## src/rtl/core/facrr_pkg.sv

```systemverilog
// ----------------------------------------------------------------------------
// facrr_pkg
// Shared types and constants for the fully associative random-replace cache:
// transfer item structs, field widths, generator constants and mode codes.
// ----------------------------------------------------------------------------
package facrr_pkg;

	// field widths
	localparam int ADDR_W   = 32;
	localparam int TAG_W    = 28;
	localparam int VICTIM_W = 12;
	localparam int LOG2_W   = 3;
	localparam int RNG_W    = 32;

	// default geometry
	localparam int CAPACITY_BYTES_DEF = 64 * 1024;
	localparam int MAX_SLOTS_DEF      = 4096;

	// line size exponent: reset value and floor
	localparam logic [LOG2_W-1:0] LOG2_RESET = 3'd4;
	localparam logic [LOG2_W-1:0] LOG2_MIN   = 3'd4;

	// multiply-with-carry generator
	localparam logic [RNG_W-1:0] RNG_HIGH_RESET = 32'h0508_0902;
	localparam logic [RNG_W-1:0] RNG_LOW_RESET  = 32'hABAB_AB55;
	localparam logic [RNG_W-1:0] RNG_HIGH_MULT  = 32'd36969;
	localparam logic [RNG_W-1:0] RNG_LOW_MULT   = 32'd18000;

	// item modes
	localparam logic MODE_LOOKUP     = 1'b0;
	localparam logic MODE_INVALIDATE = 1'b1;

	typedef struct packed {
		logic              mode;
		logic [ADDR_W-1:0] address;
	} req_item_t;

	typedef struct packed {
		logic                hit;
		logic [VICTIM_W-1:0] victim_slot;
	} rsp_item_t;

endpackage

```

## src/rtl/core/facrr_rng.sv

```systemverilog
// ----------------------------------------------------------------------------
// facrr_rng
// Multiply-with-carry generator built from two 32-bit halves; stepped once
// per miss, output is the high half shifted up plus the low half.
// ----------------------------------------------------------------------------
module facrr_rng (
	input  logic                        clk,
	input  logic                        arst_n,
	input  logic                        step,
	output logic [facrr_pkg::RNG_W-1:0] value
);

	logic [facrr_pkg::RNG_W-1:0] high_q;
	logic [facrr_pkg::RNG_W-1:0] low_q;
	logic [facrr_pkg::RNG_W-1:0] high_d;
	logic [facrr_pkg::RNG_W-1:0] low_d;

	// next state of both halves
	always_comb begin
		high_d = ({16'h0, high_q[15:0]} * facrr_pkg::RNG_HIGH_MULT) + {16'h0, high_q[31:16]};
		low_d  = ({16'h0, low_q[15:0]} * facrr_pkg::RNG_LOW_MULT) + {16'h0, low_q[31:16]};
	end

	always_ff @(posedge clk or negedge arst_n) begin
		if (!arst_n) begin
			high_q <= facrr_pkg::RNG_HIGH_RESET;
			low_q  <= facrr_pkg::RNG_LOW_RESET;
		end else if (step) begin
			high_q <= high_d;
			low_q  <= low_d;
		end
	end

	// combined output
	assign value = {high_q[15:0], 16'h0} + low_q;

endmodule

```

## config.mk

```make
export PLATFORM = sky130hd
export DESIGN_NAME = facrr_rng
export DESIGN_NICKNAME = d
export VERILOG_FILES = /design/src/rtl/core/facrr_pkg.sv /design/src/rtl/core/facrr_rng.sv
export SDC_FILE = /design/constraint.sdc
export NUM_CORES = 1
export LEC_CHECK = 0
export BUFFER_PORTS_ARGS = -buffer_cell sky130_fd_sc_hd__buf_2
export CORE_MARGIN = 5
export CORE_UTILIZATION = 34
export CTS_CLUSTER_SIZE = 30
export DETAILED_ROUTE_END_ITERATION = 6
export GPL_ROUTABILITY_DRIVEN = 0
export PLACE_DENSITY = 0.46
export SYNTH_ARGS = -nofsm -noshare
export SYNTH_HDL_FRONTEND = slang
export SYNTH_SLANG_ARGS = --single-unit
export TNS_END_PERCENT = 50
```

## constraint.sdc

```tcl
create_clock -name clk -period 12.6 [get_ports clk]
set_input_delay 2.52 -clock clk [delete_from_list [all_inputs] [get_ports clk]]
set_output_delay 2.52 -clock clk [all_outputs]
set_load 0.01 [all_outputs]
```

[Word level (Yosys, flattened, before mapping)]
Index checks and enable logic that the tools add are counted.
Word-level totals
  bits in registers: 64
  input port bits: 3
  output and inout bits: 32
  word-level logic and storage cells: 7
Cells by class
  add/sub/neg operators: 3
  multiply operators: 2
Operators with widths (number)
  adder 31 x 16 -> 32 bit: 1
  adder 32 x 16 -> 32 bit: 1
  adder 32 bit: 1
  multiplier 16 x 16 -> 32 bit, second input constant: 1
  multiplier 16 x 11 -> 27 bit, second input constant: 1

[Logic depth before layout (Yosys ltp)]
  depth in word-level cells: 2
  gate-level depth with buffers: 22
  depth with buffers taken out: 22

[Least setup slack after synthesis]
Ideal clock, no wire load.
  kind: register -> register
  start: register low_q[8] in the netlist's numbering
  end: register low_q[29] in the netlist's numbering
  library setup time: 0.083 ns
  arrival time: 5.553 ns
  path slack: 6.964 ns
  cell stages (with the launch flop): 19
  buffers on the path: 1
  period minus slack after synthesis: 5.636 ns
  path through: dfstp_2 ha_1 ha_1 fa_1 fa_1 inv_1 fa_1 inv_1 ha_1 buf_2 a21oi_2 nand2_1 a221o_2 a211oi_2 xor2_1 or4_4 nor4_4 mux2_1 a221o_1
On the way
  cells in the longest elaborated chain, start to end: 2
RTL lines
  start: declaration: line facrr_rng.sv:14  | logic [facrr_pkg::RNG_W-1:0] low_q;
  start signal: assignment: line facrr_rng.sv:27  | low_q <= facrr_pkg::RNG_LOW_RESET;
  start signal: assignment: line facrr_rng.sv:30  | low_q <= low_d;
  multiplier 16 x 11 -> 27 bit: line facrr_rng.sv:21  | low_d = ({16'h0, low_q[15:0]} * facrr_pkg::RNG_LOW_MULT) + {16'h0, low_q[31:16]};
  adder 31 x 16 -> 32 bit: line facrr_rng.sv:21
Every way passes these cells.
A chain may end at the register's enable or synchronous reset.

[Worst setup path in the final report]
  start: register low_q[7] in the netlist's numbering
  end: register low_q[29] in the netlist's numbering
The elaborated chain is that of the path after synthesis.

==> results.json <==
{
  "drv_cap": 0,
  "critPathMaxStageDelay_ns": 0.63,
  "netlist_instances": 1300,
  "cp_top_family": "adder cells",
  "first_global_vias": 8705,
  "holdBufCountCts": 0,
  "start_kind": "register",
  "ant_nets": 0,
  "grt_pass1_wl_um": 48800,
  "worstPathRequired_ns": 12.87,
  "core_area_um2": 34400,
  "wl_um": 30600,
  "overflow": 0,
  "synth_warnings": 0,
  "maxSlewHeadroom_pct": 32.6,
  "worst_slew_pin_slew_ns": 1.01,
  "hpwl_um": 25300,
  "yosys-top-cells-area": "ha_1 30%, fa_1 15%, dfrtp_1 8.3%, inv_1 7.9%, dfstp_2 5.6%",
  "die_w_um": 196,
  "root_buffer": "clkbuf_16",
  "synth-main-ff-cell": "dfrtp_1",
  "first_pass_iters": 5,
  "synth-async-reset-ratio_pct": 100,
  "cp-end-kind": "register",
  "fp-row-count": 68,
  "min_period_ns": 6.26,
  "cts_buffer_depth": 2,
  "synth_fa_ha_area_share_pct": 44.7,
  "diodes": 0,
  "period_share_pct": 49.7,
  "die_y_um": 196,
  "seq_area_frac_synth_pct": 13.8,
  "crit_chain": "ha_1 > ha_1 > fa_1 > fa_1 > inv_1 > fa_1 > inv_1 > ha_1 > a21oi_2 > nand2_1 > a221o_2 > xor2_1 > o2111ai_1 > or3b_1 > nor4_4 > mux2_1 > a221o_1",
  "path_class": "register to register",
  "numPortBuffers": 34,
  "max_freq_mhz": 160,
  "ys_types": 82,
  "num_vias": 8761,
  "netlist.area_leader.share_pct": 29.8,
  "synth_nets": 1672,
  "grt_max_degree": 86,
  "synth-simple-area-share_pct": 9.87,
  "finalClockSkew_ns": 0.0117,
  "synth_xor_area_share_pct": 4.45,
  "vias_per_cell": 4.95,
  "fillers": 3595,
  "clk_latency_ns": 0.35,
  "drc": 0,
  "setup_viol": 0,
  "dieArea_um2": 38500,
  "antenna_found_initial": 0,
  "cts.clk_slew.worst_paths_ns": 0.07,
  "synth_compound_area_share_pct": 14.5,
  "slowest_stage": "dfrtp_1",
  "cts.repair.resized": 0,
  "yosysTopAreaCell": "ha_1",
  "postCtsSetupRepairBufs": 0,
  "synth_top_family_by_area": "adder cells",
  "synth-edff-count": 0,
  "worstPathArrival_ns": 6.53,
  "hold_viol": 0,
  "synth_area_um2": 11800,
  "drt_iter0_markers": 394,
  "rsz0062_at_grt": "false",
  "grt_usage_pct": 16.1,
  "slew_violations": 0,
  "tritoncts": "built",
  "timing.hold.worst.class": "register to register",
  "final_cell_mix": "281 x ha_1, 248 x inv_1, 88 x fa_1",
  "io_pins": 35,
  "wl_per_cell_um": 17.3,
  "area_growth_pct": 7.13,
  "synth_seq_cells": 64,
  "cts.sinks": 64,
  "multi_input_area_um2": 9020,
  "nets": 1682,
  "crit_buf_inv": 2,
  "h-tree-depth": 3,
  "postSynthAreaPerCell_um2": 9.07,
  "initial_core_util_pct": 34.3,
  "status": "complete, no violations",
  "final_common_cell": "ha_1",
  "timing.setup.tns_ns": 0,
  "cts_buffers": 9,
  "layout-drive-gt1-share_pct": 9.81,
  "path_max_fanout": 10,
  "synthMuxAreaShare_pct": 2.93,
  "layout.area.seq_um2": 1630
}
layout make-up:
cell class                 count  share of cell area [%]
sequential                    64                    12.9
clock inverter                 6                   0.475
tap                          455                    4.50
multi-input combinational    949                    71.4
timing repair buffer          37                    1.52
inverter                     249                    7.40
clock buffer                  10                    1.81
stage by stage:
step	hold slack [ns]	cell area (um2)	worst slack, ns	util [%]	instances
final	0.502	12600	6.34	36.8	1770
after global placement	0.488	12300	6.36	35.9	1754
after CTS	0.509	12600	6.30	36.8	1770
after floorplan	0.456	11800	6.96	-	1300
after global routing	0.528	12600	6.12	36.8	1770
after detailed placement	0.493	12300	6.35	35.9	1754
cell usage after synthesis (3+ instances only):
master	count
a22oi_1	3
inv_1	248
o211ai_1	11
nand3_1	22
a211oi_1	19
o21bai_1	4
nor2_1	69
a221o_1	3
a21oi_2	3
ha_1	281
fa_1	88
and3_1	9
xnor2_1	38
mux2i_1	3
clkbuf_1	15
mux2_2	27
o31ai_1	6
a31oi_1	3
o21ai_0	45
a211oi_2	3
nor2b_1	7
nand2_1	67
nor3_1	21
xor2_1	22
buf_2	6
dfstp_2	25
a21o_1	36
or3_1	5
and2_1	5
a21oi_1	66
buf_4	16
o21a_1	13
nand2b_1	11
dfrtp_1	39
registers in the layout, indices dropped and copies added, names as in the netlist:
name / cells
low_q: 32
high_q: 32
tightest hold or removal path: cells and delay by family, from the launching register on:
family	cells	cell delay, ns
AND/OR/NAND/NOR	1	0.08
AO/OA/AOI/OAI	1	0.05
flip-flops	1	0.38
metal layers:
layer / vias up / wire, um / track usage [%]
li1: 4424 / - / -
met1: 4209 / 16500 / 25.2
met2: 112 / 13000 / 24.1
met3: 16 / 913 / 1.84
met4: 0 / 280 / 2.79
met5: - / 0 / 0
cell families after synthesis:
logic type | Yosys count
XOR/XNOR | 60
adder cells (fa/ha/maj) | 369
flip-flops | 64
AND/OR/NAND/NOR | 238
multiplexers | 31
buffers and inverters | 287
AO/OA/AOI/OAI | 251
worst paths after layout:
| check | startpoint | end | slack, ns | cells past startpoint |
|---|---|---|---|---|
| min | low_q[19] | low_q[19] | 0.50 | 2 |
| min in group asynchronous | arst_n | high_q[5] | 2.40 | 2 |
| min reg2reg | low_q[19] | low_q[19] | 0.50 | 2 |
| max in group asynchronous | arst_n | low_q[10] | 9.58 | 2 |
| max reg2reg | low_q[7] | low_q[29] | 6.34 | 17 |
| max | low_q[7] | low_q[29] | 6.34 | 17 |
Power is left out: the tool's default activity adds up to more than one toggle a clock period on the data nets, which glitch-free logic cannot reach.
