===== config.mk =====
export PLATFORM = sky130hd
export DESIGN_NAME = facrr_mod
export DESIGN_NICKNAME = d
export VERILOG_FILES = /design/src/rtl/core/facrr_pkg.sv /design/src/rtl/core/facrr_mod.sv
export SDC_FILE = /design/constraint.sdc
export NUM_CORES = 1
export LEC_CHECK = 0
export ABC_AREA = 1
export BUFFER_PORTS_ARGS = -buffer_cell sky130_fd_sc_hd__buf_4
export CAP_MARGIN = 20
export CORE_MARGIN = 2
export CORE_UTILIZATION = 63
export CTS_BUF_LIST = sky130_fd_sc_hd__clkbuf_4
export CTS_CLUSTER_DIAMETER = 60
export DETAILED_ROUTE_END_ITERATION = 8
export GPL_TIMING_DRIVEN = 0
export PLACE_DENSITY_LB_ADDON = 0.12
export SLEW_MARGIN = 5
export SYNTH_ARGS = -nofsm -noshare
export SYNTH_HDL_FRONTEND = slang
export SYNTH_SLANG_ARGS = --single-unit

===== constraint.sdc =====
create_clock -name clk -period 4.8 [get_ports clk]
set_clock_uncertainty 0.2 [all_clocks]
set_input_delay 1.44 -clock clk [delete_from_list [all_inputs] [get_ports clk]]
set_output_delay 1.44 -clock clk [all_outputs]
set_load 0.02 [all_outputs]

===== src/rtl/core/facrr_pkg.sv =====
// ----------------------------------------------------------------------------
// facrr_pkg
// Shared types and constants for the fully associative random-replace cache:
// transfer item structs, field widths, generator constants and mode codes.
// ----------------------------------------------------------------------------
package facrr_pkg;

	// field widths
	localparam int ADDR_W   = 32;
	localparam int TAG_W    = 28;
	localparam int VICTIM_W = 12;
	localparam int LOG2_W   = 3;
	localparam int RNG_W    = 32;

	// default geometry
	localparam int CAPACITY_BYTES_DEF = 64 * 1024;
	localparam int MAX_SLOTS_DEF      = 4096;

	// line size exponent: reset value and floor
	localparam logic [LOG2_W-1:0] LOG2_RESET = 3'd4;
	localparam logic [LOG2_W-1:0] LOG2_MIN   = 3'd4;

	// multiply-with-carry generator
	localparam logic [RNG_W-1:0] RNG_HIGH_RESET = 32'h0508_0902;
	localparam logic [RNG_W-1:0] RNG_LOW_RESET  = 32'hABAB_AB55;
	localparam logic [RNG_W-1:0] RNG_HIGH_MULT  = 32'd36969;
	localparam logic [RNG_W-1:0] RNG_LOW_MULT   = 32'd18000;

	// item modes
	localparam logic MODE_LOOKUP     = 1'b0;
	localparam logic MODE_INVALIDATE = 1'b1;

	typedef struct packed {
		logic              mode;
		logic [ADDR_W-1:0] address;
	} req_item_t;

	typedef struct packed {
		logic                hit;
		logic [VICTIM_W-1:0] victim_slot;
	} rsp_item_t;

endpackage


===== src/rtl/core/facrr_mod.sv =====
// ----------------------------------------------------------------------------
// facrr_mod
// Iterative restoring remainder unit: one dividend bit per cycle; done pulses
// one cycle with the remainder valid.
// ----------------------------------------------------------------------------
module facrr_mod #(
	parameter int CNT_W = 13
) (
	input  logic                        clk,
	input  logic                        arst_n,
	input  logic                        start,
	input  logic [facrr_pkg::RNG_W-1:0] dividend,
	input  logic [CNT_W-1:0]            divisor,
	output logic                        done,
	output logic [CNT_W-1:0]            remainder
);

	localparam int STEPS  = facrr_pkg::RNG_W;
	localparam int STEP_W = $clog2(STEPS);

	logic                        busy_q;
	logic                        done_q;
	logic [STEP_W-1:0]           step_q;
	logic [facrr_pkg::RNG_W-1:0] dvd_q;
	logic [CNT_W-1:0]            div_q;
	logic [CNT_W-1:0]            rem_q;
	logic [CNT_W:0]              trial;
	logic [CNT_W:0]              diff;
	logic [CNT_W-1:0]            rem_d;

	// shift in the next dividend bit and subtract when it fits
	always_comb begin
		trial = {rem_q, dvd_q[facrr_pkg::RNG_W-1]};
		diff  = trial - {1'b0, div_q};
		rem_d = (trial >= {1'b0, div_q}) ? diff[CNT_W-1:0] : trial[CNT_W-1:0];
	end

	always_ff @(posedge clk or negedge arst_n) begin
		if (!arst_n) begin
			busy_q <= 1'b0;
			done_q <= 1'b0;
			step_q <= '0;
			dvd_q  <= '0;
			div_q  <= '0;
			rem_q  <= '0;
		end else if (start) begin
			busy_q <= 1'b1;
			done_q <= 1'b0;
			step_q <= '0;
			dvd_q  <= dividend;
			div_q  <= divisor;
			rem_q  <= '0;
		end else if (busy_q) begin
			rem_q  <= rem_d;
			dvd_q  <= {dvd_q[facrr_pkg::RNG_W-2:0], 1'b0};
			step_q <= step_q + STEP_W'(1);
			done_q <= (step_q == STEP_W'(STEPS - 1));
			if (step_q == STEP_W'(STEPS - 1)) begin
				busy_q <= 1'b0;
			end
		end else begin
			done_q <= 1'b0;
		end
	end

	assign done      = done_q;
	assign remainder = rem_q;

endmodule


**After elaboration in Yosys (flattened, before gate mapping)**

Index checks and enable logic that the tools add are counted.

- Reduce and logical (&&, ||, !) cells: 1
- Add/sub/neg operators: 2
- Eq/ne operators: 1
- Mux-type cells: 12
- Magnitude comparators: 1

Operator list:

| operator | count |
|---|---|
| 2-to-1 mux 32 bit | 2 |
| 2-to-1 mux 13 bit | 3 |
| greater-or-equal comparator 14 x 13 -> 1 bit | 1 |
| subtractor 13 bit | 1 |
| 2-to-1 mux 5 bit | 2 |
| adder 5 x 1 -> 5 bit, second input constant | 1 |
| == test 5 bit, second input constant | 1 |
| 2-to-1 mux 1 bit | 5 |
| nonzero test 2 bit | 1 |

- Input bits: 48
- Word-level logic and storage cells: 23
- Output and inout port bits: 14
- Register bits: 65

**Depth between registers and ports, before layout**

- Depth in word-level cells: 4
- Depth in mapped cells: 15
- Mapped depth without buffers: 14

**Least setup slack after synthesis**

OpenSTA, ideal clock, no wires.

- Kind: in2reg
- From: in start
- To: reg dvd_q[10] in the netlist's numbering
- Stages: 5
- Library setup time: 0.090 ns
- Path slack: 2.227 ns
- Buffers on the path: 2
- Data required time: 4.510 ns
- Arrival: 2.282 ns
- Cells stage by stage: buf_2 -> nor2_2 -> inv_1 -> clkbuf_1 -> o221ai_1

- Word-level cells in the longest chain between the ends: 1
- Elaborated cells on any way between the ends: 2
- Those cells by class: mux: 1; reduce/logical: 1

RTL lines:

| item | RTL line | source |
|---|---|---|
| start: declaration | facrr_mod.sv:11 | `input logic start,` |
| 2-to-1 mux 32 bit or nonzero test 2 bit (tied branches) | n/a |  |
| end signal: assignment | facrr_mod.sv:50 | `dvd_q <= dividend;` |
| end signal: assignment | facrr_mod.sv:55 | `dvd_q <= {dvd_q[facrr_pkg::RNG_W-2:0], 1'b0};` |
| end: declaration | facrr_mod.sv:24 | `logic [facrr_pkg::RNG_W-1:0] dvd_q;` |

Parallel ways exist; a longest one is shown, timed or not.
A chain may end at the register's enable or synchronous reset.

**Worst setup path in the final report**

- From: reg rem_q[0] (netlist: remainder[0])
- To: out remainder[0]

RTL lines:

| item | RTL line | source |
|---|---|---|
| start: declaration | facrr_mod.sv:26 | `logic [CNT_W-1:0] rem_q;` |
| start signal: assignment | facrr_mod.sv:54 | `rem_q <= rem_d;` |
| end: declaration | facrr_mod.sv:15 | `output logic [CNT_W-1:0] remainder` |

No word-level cell between the ends.

==> metrics.txt <==
clk sink count=65; DR iter-0 viols=284; warnings from Yosys=0; slew at the pin with the worst max-slew slack=roughly 0.79 ns; slowest CP cell=dfrtp_1; Cells after DPL=599; fmax=370 MHz; vias in the first global route=roughly 3100; RSZ-0062 raised after global routing=no; Startpoint Class=flop; Cell Chain, Critical Path=buf_4; starting density of the core=0.654; Die Wd=between 70 and 80 µm; Total GRT Usage=0.288; FF-to-FF path depth=15; post-layout min period=2.70 ns; Crit Path Category=flop to primary output; layout cells sized above 1=0.166; area grow syn2layout=19.7%; arrival time worst endpoint=1.06 ns; Levels on crit path=1; PortBufs=60; hold path depth=2; Min Hold Slack=a little over 0.3 ns; die height=about 80 µm; outcome=completed; DIE AREA=0.00638 mm²; total negative setup slack=0 ns; WP buf/inv=1; Max transition margin=0.471; number of remaining DRC errors=0; routed wire length=8390 µm; Longest Clk Path Bufs=2; post-synthesis average cell area=7.76 µm²; Yosys cell types=28; sequential element share of the synthesized area=0.449; grt ovf=0; Post-CTS Setup Repair Bufs=0; vias per cell=roughly 5.4; # hold bufs at CTS=0; crit end category=primary output; Lkg Pwr=around 2.3 nW; clock-pin slew on the worst setup and hold paths=0.11 ns; most common cell after layout, fill and taps aside=nand2_1; H-Tree Depth=3; Fill cells=411; Yosys reg bits=65; Setup WS pre-CTS=1.88 ns; Ant. Diodes=0; Net Count, Synth=531; drt wl/cell=around 14 µm; mapped cell area=0.00363 mm²; Root Buffer Master=clkbuf_4; hold crit path type=flop to flop; Pins Over Slew Limit=0; largest net degree at the start of global routing=66; Rows=27; Antenna Nets Post-Route=0; Fin. Hold Viols=0; Core ar.=~0.0055 mm²; vias=about 3300; most frequent cells in the layout=141 x nand2_1, 82 x inv_1, 65 x dfrtp_1; gpl congestion=roughly 0.95; boundary pin count=between 60 and 70; Resize count post-CTS=0; initial antenna violation count=0; top cell family by delay on the critical path=flip-flops; Power Density=between 400 and 500 mW/mm²; worst skew pair latency=between 0.4 and 0.5 ns; fin crit share=0.563; Max FO, Critical Path=5; final worst-path setup slack=~2.1 ns; number of max-cap violations=0; first-pass GRT wire length=approximately 14000 µm; number of CTS-inserted buffers=9; CTS tree=done; cells after synthesis=between 400 and 500; Final setup viols=0; Req. time, crit path=3.16 ns; Max stage delay on crit path=roughly 0.47 ns; First-pass DRT Iterations=6; dpl hpwl=~6100 µm; nets@finish=about 600; worst vdd ir=0.346 mV; Finished Layout Cells=614
==> tightest hold or removal path, cell delays in order, from the launching register on <==
cell     delay (ns)
dfrtp_1        0.37
nand2_1        0.06
nand2_1        0.05
==> power breakdown <==
group | switching, mW | total (mW) | internal, mW
Sequential | 0.0606 | 0.683 | 0.622
Combinational | 0.542 | 0.886 | 0.344
Clock | 0.201 | 0.461 | 0.259
==> logic make-up (layout without fill, tap and decap cells) <==
family,after synthesis,in the layout,synth area share
and+or+nand+nor,216,216,0.248
buffers and inverters,100,175,0.109
AOI/OAI and AO/OA,66,66,0.127
DFF,65,65,0.449
adders and majority gates,16,16,0.0573
xor gates and xnor gates,4,4,0.00966
==> final cells by class <==
cell class | instances | area (µm²) | share of cell area
Buffer | 17 | 83.8 | 0.0193
Inverter | 83 | 312 | 0.0718
Sequential cell | 65 | 1630 | 0.375
Clock buffer | 9 | 67.6 | 0.0156
Timing Repair Buffer | 60 | 450 | 0.104
Multi-Input combinational cell | 302 | 1600 | 0.369
Clock inverter | 6 | 108 | 0.0248
Tap cell | 72 | 90.1 | 0.0207
==> cell usage after synthesis <==
cell,number,area [µm²]
nand3_4,1,17.5
buf_2,1,5.00
a21oi_1,7,35.0
clkbuf_1,11,41.3
nand2_1,141,529
nor3_1,3,15.0
buf_8,1,15.0
inv_2,1,3.75
xor2_1,2,17.5
o21ai_0,16,80.1
o221ai_1,31,272
fa_1,1,20.0
xnor2_1,2,17.5
ha_1,15,188
nand4_1,5,31.3
nand3_1,19,95.1
nor2_2,6,37.5
buf_1,3,11.3
nand2_2,5,31.3
nand3b_1,2,15.0
buf_6,1,11.3
inv_1,82,308
a22o_1,2,17.5
a21o_1,1,7.51
o21ai_1,7,35.0
nor2_1,34,128
o21bai_1,2,15.0
dfrtp_1,65,1630
==> per-layer routing <==
metal	part of all wire	track usage	vias up
met2	0.47	0.442	123
met3	0.062	0.0498	17
met5	0	0	-
li1	-	-	1643
met1	0.45	0.405	1524
met4	0.020	0.120	0
==> metrics by stage <==
step	util	area (µm²)	power [mW]
floorplan	-	3630	1.31
global placement	0.752	4170	1.54
detailed placement	0.752	4170	1.56
CTS	0.784	4340	2.02
global route	0.784	4340	2.18
finish	0.784	4340	2.03
==> sequential cells by signal, summed over array words and instances (netlist names) <==
name	count
busy_q	1
done	1
remainder	13
div_q	13
step_q	5
dvd_q	32
==> final timing paths <==
check | start | endpoint | slack (ns)
hold / removal | div_q[0]$_DFFE_PN0P_ | div_q[0]$_DFFE_PN0P_ | 0.30
hold reg to reg | div_q[0]$_DFFE_PN0P_ | div_q[0]$_DFFE_PN0P_ | 0.30
setup / recovery | remainder[0]$_DFFE_PN0P_ | remainder[0] | 2.10
max in group asynchronous | arst_n | div_q[2]$_DFFE_PN0P_ | 2.97
setup reg to reg | dvd_q[31]$_DFFE_PN0P_ | remainder[9]$_DFFE_PN0P_ | 2.40
min in group asynchronous | arst_n | remainder[11]$_DFFE_PN0P_ | 0.89
Power figures use the tool's default switching activity.
